## config.mk

```make
export PLATFORM = sky130hd
export DESIGN_NAME = pairwise_proximity_lines
export DESIGN_NICKNAME = d
export VERILOG_FILES = /design/src/sv/ppl_pkg.sv /design/src/sv/pairwise_proximity_lines.sv /design/src/sv/ppl_ram.sv /design/src/sv/ppl_datapath.sv /design/src/sv/ppl_ctrl.sv
export SDC_FILE = /design/constraint.sdc
export NUM_CORES = 2
export LEC_CHECK = 0
export ABC_AREA = 1
export BUFFER_PORTS_ARGS = -buffer_cell sky130_fd_sc_hd__buf_2
export CAP_MARGIN = 20
export CORE_MARGIN = 10
export CORE_UTILIZATION = 56
export CTS_BUF_LIST = sky130_fd_sc_hd__clkbuf_2
export DETAILED_ROUTE_END_ITERATION = 10
export PLACE_DENSITY = 0.72
export SYNTH_ARGS = -nofsm -noshare
export SYNTH_HDL_FRONTEND = slang
export SYNTH_SLANG_ARGS = --single-unit
```

## constraint.sdc

```tcl
create_clock -name aclk -period 8.2 [get_ports aclk]
set_input_delay 0.82 -clock aclk [delete_from_list [all_inputs] [get_ports aclk]]
set_output_delay 0.82 -clock aclk [all_outputs]
set_load 0.05 [all_outputs]
```

## src/sv/ppl_pkg.sv

```systemverilog
// Shared constants and control types of the pairwise proximity line finder.
`timescale 1ns / 1ps

package ppl_pkg;

    localparam int POINTS_DEF = 64;
    localparam int COORD_W    = 16;
    localparam int THR_W      = 12;
    localparam int IDX_W      = 6;
    localparam int INT_W      = 8;
    localparam int DIST_W     = 12;
    localparam int SQ_W       = 24;
    localparam int D2_W       = 25;
    localparam int SCALE_W    = 16;
    localparam int TGT_W      = D2_W + SCALE_W;
    localparam int TRIAL_W    = INT_W + THR_W;
    localparam int TSQ_W      = 2 * TRIAL_W;
    localparam int PT_W       = 2 * COORD_W;
    localparam int S_TDATA_W  = 32;
    localparam int M_TDATA_W  = 88;
    localparam int APB_AW     = 3;
    localparam int APB_DW     = 32;

    // 255 squared, the scale applied to the squared distance.
    localparam logic [SCALE_W-1:0] SCALE_SQ = 16'd65025;

    // Register index of the threshold.
    localparam logic REG_THRESHOLD = 1'b0;

    localparam logic [THR_W-1:0] THR_RESET = 12'd100;

    typedef struct packed {
        logic accept;      // take the input transfer
        logic rd_point;    // read stored point i
        logic diff;        // coordinate distances
        logic square;      // squares of the distances
        logic sum;         // squared distance
        logic target;      // scaled target, start of intensity search
        logic trial;       // trial product
        logic trial_sq;    // trial squared
        logic trial_cmp;   // keep or drop the trial bit
        logic next_pair;   // advance to the next stored point
        logic load_pend;   // hit done: move pending line out, hold new one
        logic flush;       // send pending line with last flag
        logic store;       // write the new point
    } ppl_cmd_t;

    typedef struct packed {
        logic full_in;     // offered point would be dropped
        logic empty_in;    // offered point has nothing to compare with
        logic hit;         // current pair is below threshold
        logic bit_done;    // intensity search on its final bit
        logic last_pair;   // current pair is the last stored point
        logic pend_valid;  // a line waits in the pending slot
        logic out_free;    // output register can take a line
    } ppl_status_t;

endpackage

```

## src/sv/pairwise_proximity_lines.sv

```systemverilog
// Top level of the pairwise proximity line finder: ports, register file, controller and datapath.
`timescale 1ns / 1ps

// Points arrive one per input transfer as unsigned Q12.4 coordinates; a set frame_start
// flag empties the point store first. Each new point is compared, in index order, with
// every point stored earlier in the frame, and for each pair whose integer pixel distance
// is below threshold_distance one line transfer leaves the block, carrying both indices,
// both endpoints and the intensity floor(255 * distance / threshold). The final line of a
// point has tlast set. A point arriving with the store full is dropped without results.
// Per stored point the sequencer reads it, forms and squares the coordinate distances,
// sums the squares and forms the scaled target. A pair below threshold then finds the
// exact intensity one bit at a time over eight bits, each through a trial multiply, a
// squaring multiply and a compare, and pushes its line; last the point is closed out and
// written. The result side can stall a push or the closing flush; the sequencer handles
// one point at a time. Lines are held one step back so that the last one can be flagged,
// and an output register lets the block keep working while a line waits to be taken.
// No clearing pass is needed after reset.

module pairwise_proximity_lines #(
    parameter int POINTS = ppl_pkg::POINTS_DEF
) (
    input  logic                            aclk,
    input  logic                            aresetn,
    // Point input.
    input  logic                            s_tvalid,
    output logic                            s_tready,
    input  logic [ppl_pkg::S_TDATA_W-1:0]   s_tdata,  // x_pos[15:0], y_pos[31:16]
    input  logic [0:0]                      s_tuser,  // frame_start[0]
    // Line output.
    output logic                            m_tvalid,
    input  logic                            m_tready,
    // index_a[5:0], index_b[11:6], start_x[27:12], start_y[43:28],
    // end_x[59:44], end_y[75:60], intensity[83:76], zero[87:84]
    output logic [ppl_pkg::M_TDATA_W-1:0]   m_tdata,
    output logic                            m_tlast,
    // Configuration.
    input  logic                            psel,
    input  logic                            penable,
    input  logic                            pwrite,
    input  logic [ppl_pkg::APB_AW-1:0]      paddr,
    input  logic [ppl_pkg::APB_DW-1:0]      pwdata,
    output logic [ppl_pkg::APB_DW-1:0]      prdata,
    output logic                            pready
);

    import ppl_pkg::*;

    logic [THR_W-1:0]   thr_reg;
    logic               reg_sel;
    ppl_cmd_t           cmd;
    ppl_status_t        status;
    logic [IDX_W-1:0]   o_index_a, o_index_b;
    logic [COORD_W-1:0] o_start_x, o_start_y, o_end_x, o_end_y;
    logic [INT_W-1:0]   o_intensity;

    // The only register sits at byte address zero; address four decodes to nothing.
    assign pready  = 1'b1;
    assign reg_sel = paddr[2];

    always_ff @(posedge aclk) begin
        if (!aresetn) begin
            thr_reg <= THR_RESET;
        end else if (psel && penable && pwrite && pready && reg_sel == REG_THRESHOLD) begin
            thr_reg <= pwdata[THR_W-1:0];
        end
    end

    assign prdata = (reg_sel == REG_THRESHOLD) ? APB_DW'(thr_reg) : '0;

    ppl_ctrl u_ctrl (
        .aclk     (aclk),
        .aresetn  (aresetn),
        .in_valid (s_tvalid),
        .in_ready (s_tready),
        .status   (status),
        .cmd      (cmd)
    );

    ppl_datapath #(
        .POINTS (POINTS)
    ) u_datapath (
        .aclk          (aclk),
        .aresetn       (aresetn),
        .cmd           (cmd),
        .status        (status),
        .thr           (thr_reg),
        .in_x          (s_tdata[COORD_W-1:0]),
        .in_y          (s_tdata[PT_W-1:COORD_W]),
        .in_fs         (s_tuser[0]),
        .out_valid     (m_tvalid),
        .out_ready     (m_tready),
        .out_index_a   (o_index_a),
        .out_index_b   (o_index_b),
        .out_start_x   (o_start_x),
        .out_start_y   (o_start_y),
        .out_end_x     (o_end_x),
        .out_end_y     (o_end_y),
        .out_intensity (o_intensity),
        .out_last      (m_tlast)
    );

    assign m_tdata = {4'd0, o_intensity, o_end_y, o_end_x, o_start_y, o_start_x,
                      o_index_b, o_index_a};

endmodule

```

## src/sv/ppl_ram.sv

```systemverilog
// Generic single-write, single-read RAM with registered read data.
`timescale 1ns / 1ps

module ppl_ram #(
    parameter int WIDTH = 32,
    parameter int DEPTH = 64
) (
    input  logic                     aclk,
    input  logic                     we,
    input  logic [$clog2(DEPTH)-1:0] waddr,
    input  logic [WIDTH-1:0]         wdata,
    input  logic                     re,
    input  logic [$clog2(DEPTH)-1:0] raddr,
    output logic [WIDTH-1:0]         rdata
);

    logic [WIDTH-1:0] mem [DEPTH];

    always_ff @(posedge aclk) begin
        if (we) begin
            mem[waddr] <= wdata;
        end
        if (re) begin
            rdata <= mem[raddr];
        end
    end

endmodule

```

## src/sv/ppl_datapath.sv

```systemverilog
// Datapath: point store, distance and intensity arithmetic, pending and output lines.
`timescale 1ns / 1ps

module ppl_datapath #(
    parameter int POINTS = ppl_pkg::POINTS_DEF
) (
    input  logic                              aclk,
    input  logic                              aresetn,
    input  ppl_pkg::ppl_cmd_t                 cmd,
    output ppl_pkg::ppl_status_t              status,
    input  logic [ppl_pkg::THR_W-1:0]         thr,
    input  logic [ppl_pkg::COORD_W-1:0]       in_x,
    input  logic [ppl_pkg::COORD_W-1:0]       in_y,
    input  logic                              in_fs,
    output logic                              out_valid,
    input  logic                              out_ready,
    output logic [ppl_pkg::IDX_W-1:0]         out_index_a,
    output logic [ppl_pkg::IDX_W-1:0]         out_index_b,
    output logic [ppl_pkg::COORD_W-1:0]       out_start_x,
    output logic [ppl_pkg::COORD_W-1:0]       out_start_y,
    output logic [ppl_pkg::COORD_W-1:0]       out_end_x,
    output logic [ppl_pkg::COORD_W-1:0]       out_end_y,
    output logic [ppl_pkg::INT_W-1:0]         out_intensity,
    output logic                              out_last
);

    import ppl_pkg::*;

    localparam int AW    = $clog2(POINTS);
    localparam int CNT_W = $clog2(POINTS + 1);

    logic [CNT_W-1:0]   count_reg;
    logic [CNT_W-1:0]   eff_count;
    logic [AW-1:0]      base_reg;
    logic [AW-1:0]      i_reg;
    logic [COORD_W-1:0] nx_reg, ny_reg;
    logic [SQ_W-1:0]    limit_reg;
    logic [PT_W-1:0]    rd_data;
    logic [COORD_W-1:0] px, py, pdx, pdy;
    logic [DIST_W-1:0]  dx_reg, dy_reg;
    logic [SQ_W-1:0]    dx2_reg, dy2_reg;
    logic [D2_W-1:0]    d2_reg;
    logic [TGT_W-1:0]   target_reg;
    logic [INT_W-1:0]   v_reg, bit_reg;
    logic [TRIAL_W-1:0] trial_reg;
    logic [TSQ_W-1:0]   tsq_reg;

    logic               pend_valid_reg;
    logic [AW-1:0]      pend_idx_reg;
    logic [COORD_W-1:0] pend_x_reg, pend_y_reg;
    logic [INT_W-1:0]   pend_int_reg;
    logic               out_valid_reg;
    logic               out_free;

    assign eff_count = in_fs ? '0 : count_reg;
    assign px        = rd_data[COORD_W-1:0];
    assign py        = rd_data[PT_W-1:COORD_W];
    assign pdx       = (px >= nx_reg) ? px - nx_reg : nx_reg - px;
    assign pdy       = (py >= ny_reg) ? py - ny_reg : ny_reg - py;
    assign out_free  = !out_valid_reg || out_ready;

    always_comb begin
        status            = '0;
        status.full_in    = eff_count >= CNT_W'(POINTS);
        status.empty_in   = eff_count == '0;
        status.hit        = D2_W'(limit_reg) > d2_reg;
        status.bit_done   = bit_reg[0];
        status.last_pair  = i_reg == AW'(base_reg - AW'(1));
        status.pend_valid = pend_valid_reg;
        status.out_free   = out_free;
    end

    ppl_ram #(
        .WIDTH (PT_W),
        .DEPTH (POINTS)
    ) u_store (
        .aclk  (aclk),
        .we    (cmd.store),
        .waddr (base_reg),
        .wdata ({ny_reg, nx_reg}),
        .re    (cmd.rd_point),
        .raddr (i_reg),
        .rdata (rd_data)
    );

    // Control registers.
    always_ff @(posedge aclk) begin
        if (!aresetn) begin
            count_reg      <= '0;
            pend_valid_reg <= 1'b0;
            out_valid_reg  <= 1'b0;
            i_reg          <= '0;
            base_reg       <= '0;
        end else begin
            if (cmd.accept) begin
                if (in_fs) begin
                    count_reg <= '0;
                end
                base_reg <= AW'(eff_count);
                i_reg    <= '0;
            end
            if (cmd.next_pair) begin
                i_reg <= i_reg + AW'(1);
            end
            if (cmd.store) begin
                count_reg <= CNT_W'(base_reg) + CNT_W'(1);
            end
            if (cmd.load_pend) begin
                pend_valid_reg <= 1'b1;
            end else if (cmd.flush) begin
                pend_valid_reg <= 1'b0;
            end
            if ((cmd.load_pend && pend_valid_reg) || cmd.flush) begin
                out_valid_reg <= 1'b1;
            end else if (out_ready) begin
                out_valid_reg <= 1'b0;
            end
        end
    end

    // Arithmetic and payload registers.
    always_ff @(posedge aclk) begin
        if (cmd.accept) begin
            nx_reg    <= in_x;
            ny_reg    <= in_y;
            limit_reg <= SQ_W'(thr) * SQ_W'(thr);
        end
        if (cmd.diff) begin
            dx_reg <= pdx[COORD_W-1:4];
            dy_reg <= pdy[COORD_W-1:4];
        end
        if (cmd.square) begin
            dx2_reg <= dx_reg * dx_reg;
            dy2_reg <= dy_reg * dy_reg;
        end
        if (cmd.sum) begin
            d2_reg <= D2_W'(dx2_reg) + D2_W'(dy2_reg);
        end
        if (cmd.target) begin
            target_reg <= TGT_W'(d2_reg) * TGT_W'(SCALE_SQ);
            v_reg      <= '0;
            bit_reg    <= {1'b1, {(INT_W-1){1'b0}}};
        end
        if (cmd.trial) begin
            trial_reg <= TRIAL_W'(v_reg | bit_reg) * TRIAL_W'(thr);
        end
        if (cmd.trial_sq) begin
            tsq_reg <= TSQ_W'(trial_reg) * TSQ_W'(trial_reg);
        end
        if (cmd.trial_cmp) begin
            if (TGT_W'(tsq_reg) <= target_reg) begin
                v_reg <= v_reg | bit_reg;
            end
            bit_reg <= bit_reg >> 1;
        end
        if ((cmd.load_pend && pend_valid_reg) || cmd.flush) begin
            out_index_a   <= IDX_W'(pend_idx_reg);
            out_index_b   <= IDX_W'(base_reg);
            out_start_x   <= pend_x_reg;
            out_start_y   <= pend_y_reg;
            out_end_x     <= nx_reg;
            out_end_y     <= ny_reg;
            out_intensity <= pend_int_reg;
            out_last      <= cmd.flush;
        end
        if (cmd.load_pend) begin
            pend_idx_reg <= i_reg;
            pend_x_reg   <= px;
            pend_y_reg   <= py;
            pend_int_reg <= v_reg;
        end
    end

    assign out_valid = out_valid_reg;

    a_idx_order: assert property (@(posedge aclk) disable iff (!aresetn)
        out_valid_reg |-> out_index_a < out_index_b)
        else $error("line start index not below line end index");

    a_int_range: assert property (@(posedge aclk) disable iff (!aresetn)
        out_valid_reg |-> out_intensity != {INT_W{1'b1}})
        else $error("intensity reached full scale on an emitted line");

    a_count_cap: assert property (@(posedge aclk) disable iff (!aresetn)
        count_reg <= CNT_W'(POINTS))
        else $error("stored point count beyond capacity");

    a_no_overwrite: assert property (@(posedge aclk) disable iff (!aresetn)
        ((cmd.load_pend && pend_valid_reg) || cmd.flush) |-> out_free)
        else $error("line moved into a busy output register");

endmodule

```

## src/sv/ppl_ctrl.sv

```systemverilog
// Controller state machine sequencing the per-pair work.
`timescale 1ns / 1ps

module ppl_ctrl (
    input  logic                 aclk,
    input  logic                 aresetn,
    input  logic                 in_valid,
    output logic                 in_ready,
    input  ppl_pkg::ppl_status_t status,
    output ppl_pkg::ppl_cmd_t    cmd
);

    import ppl_pkg::*;

    typedef enum logic [10:0] {
        ST_IDLE   = 11'b000_0000_0001,
        ST_READ   = 11'b000_0000_0010,
        ST_DIFF   = 11'b000_0000_0100,
        ST_SQUARE = 11'b000_0000_1000,
        ST_SUM    = 11'b000_0001_0000,
        ST_TARGET = 11'b000_0010_0000,
        ST_TRIAL  = 11'b000_0100_0000,
        ST_TSQ    = 11'b000_1000_0000,
        ST_TCMP   = 11'b001_0000_0000,
        ST_PUSH   = 11'b010_0000_0000,
        ST_FLUSH  = 11'b100_0000_0000
    } ppl_state_t;

    ppl_state_t state_reg, state_next;
    logic       store_reg, store_next;

    assign in_ready = (state_reg == ST_IDLE) && !store_reg;

    always_comb begin
        state_next = state_reg;
        store_next = 1'b0;
        cmd        = '0;
        cmd.store  = store_reg;
        unique case (state_reg)
            ST_IDLE: begin
                if (in_valid && in_ready) begin
                    cmd.accept = 1'b1;
                    if (!status.full_in) begin
                        if (status.empty_in) begin
                            store_next = 1'b1;
                        end else begin
                            state_next = ST_READ;
                        end
                    end
                end
            end
            ST_READ: begin
                cmd.rd_point = 1'b1;
                state_next   = ST_DIFF;
            end
            ST_DIFF: begin
                cmd.diff   = 1'b1;
                state_next = ST_SQUARE;
            end
            ST_SQUARE: begin
                cmd.square = 1'b1;
                state_next = ST_SUM;
            end
            ST_SUM: begin
                cmd.sum    = 1'b1;
                state_next = ST_TARGET;
            end
            ST_TARGET: begin
                cmd.target = 1'b1;
                if (status.hit) begin
                    state_next = ST_TRIAL;
                end else if (status.last_pair) begin
                    state_next = ST_FLUSH;
                end else begin
                    cmd.next_pair = 1'b1;
                    state_next    = ST_READ;
                end
            end
            ST_TRIAL: begin
                cmd.trial  = 1'b1;
                state_next = ST_TSQ;
            end
            ST_TSQ: begin
                cmd.trial_sq = 1'b1;
                state_next   = ST_TCMP;
            end
            ST_TCMP: begin
                cmd.trial_cmp = 1'b1;
                state_next    = status.bit_done ? ST_PUSH : ST_TRIAL;
            end
            ST_PUSH: begin
                if (!status.pend_valid || status.out_free) begin
                    cmd.load_pend = 1'b1;
                    if (status.last_pair) begin
                        state_next = ST_FLUSH;
                    end else begin
                        cmd.next_pair = 1'b1;
                        state_next    = ST_READ;
                    end
                end
            end
            ST_FLUSH: begin
                if (!status.pend_valid) begin
                    store_next = 1'b1;
                    state_next = ST_IDLE;
                end else if (status.out_free) begin
                    cmd.flush  = 1'b1;
                    store_next = 1'b1;
                    state_next = ST_IDLE;
                end
            end
            default: begin
                state_next = ST_IDLE;
            end
        endcase
    end

    always_ff @(posedge aclk) begin
        if (!aresetn) begin
            state_reg <= ST_IDLE;
            store_reg <= 1'b0;
        end else begin
            state_reg <= state_next;
            store_reg <= store_next;
        end
    end

endmodule

```

Word-level counts from Yosys, hierarchy flattened

Memory sizes are Yosys's and may differ from the RTL's. A register that Yosys moved wholly into a read port is not among the register bits.
Cells that the tools add are included.

Bits in latches: 0
Memories: 1
Flip-flop bits (word level): 446
ROM bits: 0
Word-level logic and storage cells: 145
RAM bits: 2048

Eq/ne operators: 17
Bitwise logic cells: 3
Divide/modulo/power cells: 0
Order comparisons: 5
Add/sub/neg operators: 8
Multiplexer cells: 52
Reductions and logical operators: 19
Shift operators: 0
Multiply operators: 6

Memory list:

| name                   | depth | width | read ports | clocked after memory_dff | wr ports | RTL line      | source |
|---|---|---|---|---|---|---|---|
| u_datapath.u_store.mem | 64    | 32    | 1          | 1                        | 1        | ppl_ram.sv:17 | `logic [WIDTH-1:0] mem [DEPTH];` |

Operator list:

| operator                                             | count |
|---|---|
| case mux 11 bit (11 select lines)                    | 1 |
| 2-to-1 mux 11 bit                                    | 8 |
| multiplier 12 x 12 -> 24 bit                         | 3 |
| subtractor 16 bit                                    | 4 |
| <= comparator 40 x 41 -> 1 bit                       | 1 |
| multiplier 25 x 16 -> 41 bit (second input constant) | 1 |
| multiplier 20 x 20 -> 40 bit                         | 1 |
| 2-to-1 mux 7 bit                                     | 5 |
| greater-or-equal comparator 16 bit                   | 2 |
| 2-to-1 mux 16 bit                                    | 2 |
| 2-to-1 mux 1 bit                                     | 26 |
| adder 24 x 24 -> 25 bit                              | 1 |
| greater-than comparator 24 x 25 -> 1 bit             | 1 |
| 2-to-1 mux 8 bit                                     | 3 |
| multiplier 20 x 12 -> 20 bit                         | 1 |
| bitwise OR 8 bit                                     | 2 |
| 2-to-1 mux 12 bit                                    | 1 |
| 2-to-1 mux 6 bit                                     | 2 |
| == test 11 x 1 -> 1 bit (second input constant)      | 1 |
| == test 11 x 10 -> 1 bit (second input constant)     | 1 |
| == test 11 bit (second input constant)               | 1 |
| == test 11 x 2 -> 1 bit (second input constant)      | 1 |
| == test 11 x 3 -> 1 bit (second input constant)      | 1 |
| == test 11 x 4 -> 1 bit (second input constant)      | 1 |
| 23 further kinds                                     | 39 |

Logic depth before layout (Yosys ltp)

Depth in word-level cells: 8
Depth in mapped cells: 27
Gate-level depth less buffers: 26

Cells and area by module

A second synthesis with hierarchy kept.

Cell total of the unflattened synthesis: 13039
Area total of the unflattened synthesis: 136916.3 µm²

By module, submodules not included:

| module                   | times used | sequential area each (µm²) | area each (µm²) | cells an instance |
|---|---|---|---|---|
| ppl_ram                  | 1          | 62459.9                    | 83058.4         | 6769 |
| ppl_datapath             | 1          | 12251.8                    | 52217.6         | 6003 |
| ppl_ctrl                 | 1          | 240.2                      | 845.8           | 139 |
| pairwise_proximity_lines | 1          | 240.2                      | 794.5           | 128 |

Worst setup path after synthesis

OpenSTA, ideal clock, no wires.

Path type: reg2reg
From: register u_datapath.trial_reg[2]
To: register u_datapath.tsq_reg[27] (data pin)
Buffers on the path: 2
Cell stages (with the launch flop): 26
Data arrival time: 5898 ps
Data required time: 7938 ps
Slack: 2040 ps
Period minus slack after synthesis: 6160 ps
Cells stage by stage: edfxtp_1 -> clkbuf_1 -> buf_1 -> nand2_1 -> inv_1 -> fa_1 -> fa_1 -> inv_1 -> fa_1 -> inv_1 -> fa_1 -> fa_1 -> fa_1 -> inv_1 -> fa_1 -> inv_1 -> ha_1 -> a21oi_1 -> inv_1 -> nor2_1 -> nor2_1 -> nor2_1 -> nand2_1 -> a21oi_1 -> o21bai_1 -> xor2_1

Word-level cells in the longest chain between the ends: 1

RTL lines:

| what                         | RTL line            | source |
|---|---|---|
| start: declaration           | ppl_datapath.sv:45  | `logic [TRIAL_W-1:0] trial_reg;` |
| start signal: assignment     | ppl_datapath.sv:145 | `trial_reg <= TRIAL_W'(v_reg \| bit_reg) * TRIAL_W'(thr);` |
| multiplier 20 x 20 -> 40 bit | ppl_datapath.sv:148 | `tsq_reg <= TSQ_W'(trial_reg) * TSQ_W'(trial_reg);` |
| end signal: assignment       | ppl_datapath.sv:148 |  |
| end: declaration             | ppl_datapath.sv:46  | `logic [TSQ_W-1:0] tsq_reg;` |

No other way between the ends.
A chain may end at the register's enable or synchronous reset.

Worst setup path after layout

From: register u_datapath.trial_reg[10]
To: register u_datapath.tsq_reg[25] (data pin)

The elaborated chain is that of the path after synthesis.

==> metrics.csv <==
metric,value,unit
slew_headroom,0.1281,
ctsHoldBuffers,128,
areaGrowthSynthToFinish,7.934,%
peakVddDrop,0.1670,mV
cts_sinks,2522,
synth_top_area_share,0.5539,
finalHoldViolCount,0,
period_needed,6978,ps
start_util,0.5626,
finalSetupViolations,0,
slew_viol_final,0,
cts_max_path_buffers,4,
grt_max_degree,202,
setup.worst_path.end_class,flop,
vias_per_cell,5.868,
crit_required,9800,ps
wl_per_cell,23.17,µm
grt_usage,0.2835,
cts_buffers,628,
hold_path.class,input pin to flop,
path_delay_family,adder cells,
portBuffers,151,
finalWorstSetupSlack,1222,ps
criticalPathCategory,flop to flop,
drc_errors,0,
arrival,8580,ps
synth_largest_area_cell,edfxtp_1,
drt-total-wl,372300,µm
synth_xor_area_frac,0.01564,
cts_tree,yes,
synth_adder_area_share,0.1605,
clk_latency,1960,ps
drv_cap,0,
syn_area,133800,µm²
start_kind,flop,
dr.pass1.iters,6,
gp_congestion,0.9182,
path_max_fanout,21,
place_ws,1344,ps
vias,94317,
cpMostUsedCell,fa_1,
critPathBufInv,3,
synth_area_leaders,"edfxtp_1, fa_1, ha_1",
synth_cell_types,51,
coreArea,237900,µm²
finalSetupTns,0,ps
largest_reg_flops,2048,
min_period_over_period,0.8510,
cp_slowest_cell,edfxtp_1,
ys_ff_latch,2522,
slowest_delay,1070,ps
worstMarginPinSlew,1308,ps
synth_top_family_by_area,adder cells,
synth-compound-area-share,0.09550,
grt_pass1_vias,96047,
grt_overflow,0,
yosys-mux-area-fraction,0.00007480,
clk_pin_slew,90,ps
drive_gt1_frac,0.1041,
ys_warn_count,0,
rsz0062_at_grt,false,
clock-skew-final,216.2,ps
drt-initial-drc-count,10486,
clockRootBuffer,clkbuf_2,
synth-async-reset-ratio,0,
die_area,258900,µm²
cts_resized,0,
powerDensity,169.1,nW/µm²
syn_avg_cell_area,11.16,µm²
ant_nets,0,
crit_chain,"nand2_1, fa_1, inv_1, fa_1, fa_1, fa_1, inv_1, fa_1, inv_1, fa_1, fa_1, ha_1, nand2_1, nor2_1, nand2_1, nand2_1, a31oi_1, o21bai_1, nand2_1, nand3_1, nand2_1",
grt_pass1_wl,561100,µm
antenna_found_initial,25,
synthSimpleGateAreaFrac,0.1040,
io_pins,199,
die_h,508.8,µm
synth-edff-count,2468,
final_nets,13884,
postCtsSetupBuffers,0,
netlist_instances,11992,
dp_hpwl,229600,µm
ctsHtreeMaxLevel,6,
die_w,508.8,µm
synthFlopType,edfxtp_1,
max_freq,143.3,MHz
std_cell_rows,179,
status,completed,
synth_seq_area_share,0.5619,
leakage,59.49,nW
## kinds of logic after synthesis
group	after synthesis
compound gates	2337
xor+xnor	239
fa+ha+maj	1310
buf+inv	2073
flops	2522
mux	1
other cells	2
simple gates	3508
## final cells by class
cell class / instances / area, µm²
Antenna cell: 14 / 35.03
Timing Repair Buffer: 456 / 3491
Clock buffer: 866 / 4334
Inverter: 1471 / 5558
Fill cell: 18924 / 93420
Tap cell: 3167 / 3963
Clock inverter: 157 / 950.9
Sequential cell: 2522 / 75210
Multi-Input combinational cell: 7420 / 50880
## synthesized netlist by cell type, types with 5 or more instances
| library cell | number |
|---|---|
| a21o_1 | 34 |
| o221ai_1 | 5 |
| a211oi_1 | 10 |
| o22ai_1 | 547 |
| clkbuf_2 | 5 |
| dfxtp_1 | 54 |
| inv_1 | 1451 |
| a21oi_1 | 332 |
| a31oi_1 | 23 |
| nand3_1 | 354 |
| a21boi_0 | 6 |
| buf_1 | 51 |
| nor4_1 | 10 |
| xor2_1 | 159 |
| edfxtp_1 | 2468 |
| clkinv_1 | 10 |
| o21ai_1 | 132 |
| xnor2_1 | 80 |
| clkbuf_1 | 328 |
| o21bai_1 | 43 |
| buf_2 | 144 |
| fa_1 | 678 |
| or2_1 | 14 |
| nand4_1 | 48 |
| nor3_1 | 40 |
| nand2_1 | 1504 |
| or2_2 | 6 |
| o21ai_0 | 1162 |
| inv_2 | 9 |
| ha_1 | 632 |
| buf_4 | 53 |
| nor2_1 | 1513 |
| o211ai_1 | 27 |
| buf_6 | 21 |
## through the flow
stage               hold slack [ps]  area (µm²)  instances  power [W]    util
floorplan                     400.3      133900      12015    0.01578       -
global placement              401.6      137800      14907    0.01639  0.5794
detailed placement            404.5      137800      14908    0.01644  0.5795
CTS                           1.367      144400      16059    0.02449  0.6071
global route                  114.5      144400      16069    0.02538  0.6072
finish                        247.6      144400      16073    0.02442  0.6072
## cell usage in the layout, fill, tap and decap left out, drive strengths merged, types with 5 or more instances in the layout
cell	count
conb	25
a21boi	7
xnor2	80
o211ai	27
a21oi	332
a21o	34
fa	678
nand3	357
nor2	1516
bufinv	12
clkbuf	866
a31oi	23
nand4	48
nand2	1507
dfxtp	54
dlygate4sd3	128
or2	22
o21ai	1294
xor2	159
o21bai	43
edfxtp	2468
ha	632
nor4	10
nor3	40
o221ai	5
clkinv	143
inv	1470
buf	328
o22ai	547
diode	14
a211oi	10
## tightest hold or removal path, stage by stage
cell,delay [ps]
dlygate4sd3_1,520
buf_2,100
dlygate4sd3_1,530
## report_power, final
group / switching (W) / leakage, nW / internal [W]
Clock: 0.00499 / 4.06 / 0.00319
Combinational: 0.00125 / 32.8 / 0.000419
Sequential: 0.0000717 / 22.7 / 0.0145
Total: 0.00632 / 59.5 / 0.0181
## final timing paths
kind	endpoint	start	slack, ps	cells past startpoint
setup reg to reg	u_datapath.tsq_reg[25]$_DFFE_PP_	u_datapath.trial_reg[10]$_DFFE_PP_	1220	21
hold / removal	u_datapath.ny_reg[12]$_DFFE_PP_	s_tdata[28]	250	3
hold reg to reg	u_datapath.out_start_y[13]$_DFFE_PP_	u_datapath.pend_y_reg[13]$_DFFE_PP_	340	0
setup / recovery	u_datapath.tsq_reg[25]$_DFFE_PP_	u_datapath.trial_reg[10]$_DFFE_PP_	1220	21
## layer usage
layer | track usage | routed length [µm]
met5 | 0 | 96
met4 | 0.1714 | 24520
met3 | 0.05468 | 34620
met2 | 0.4670 | 177700
met1 | 0.3479 | 135400
(Power assumes the default switching activity.)
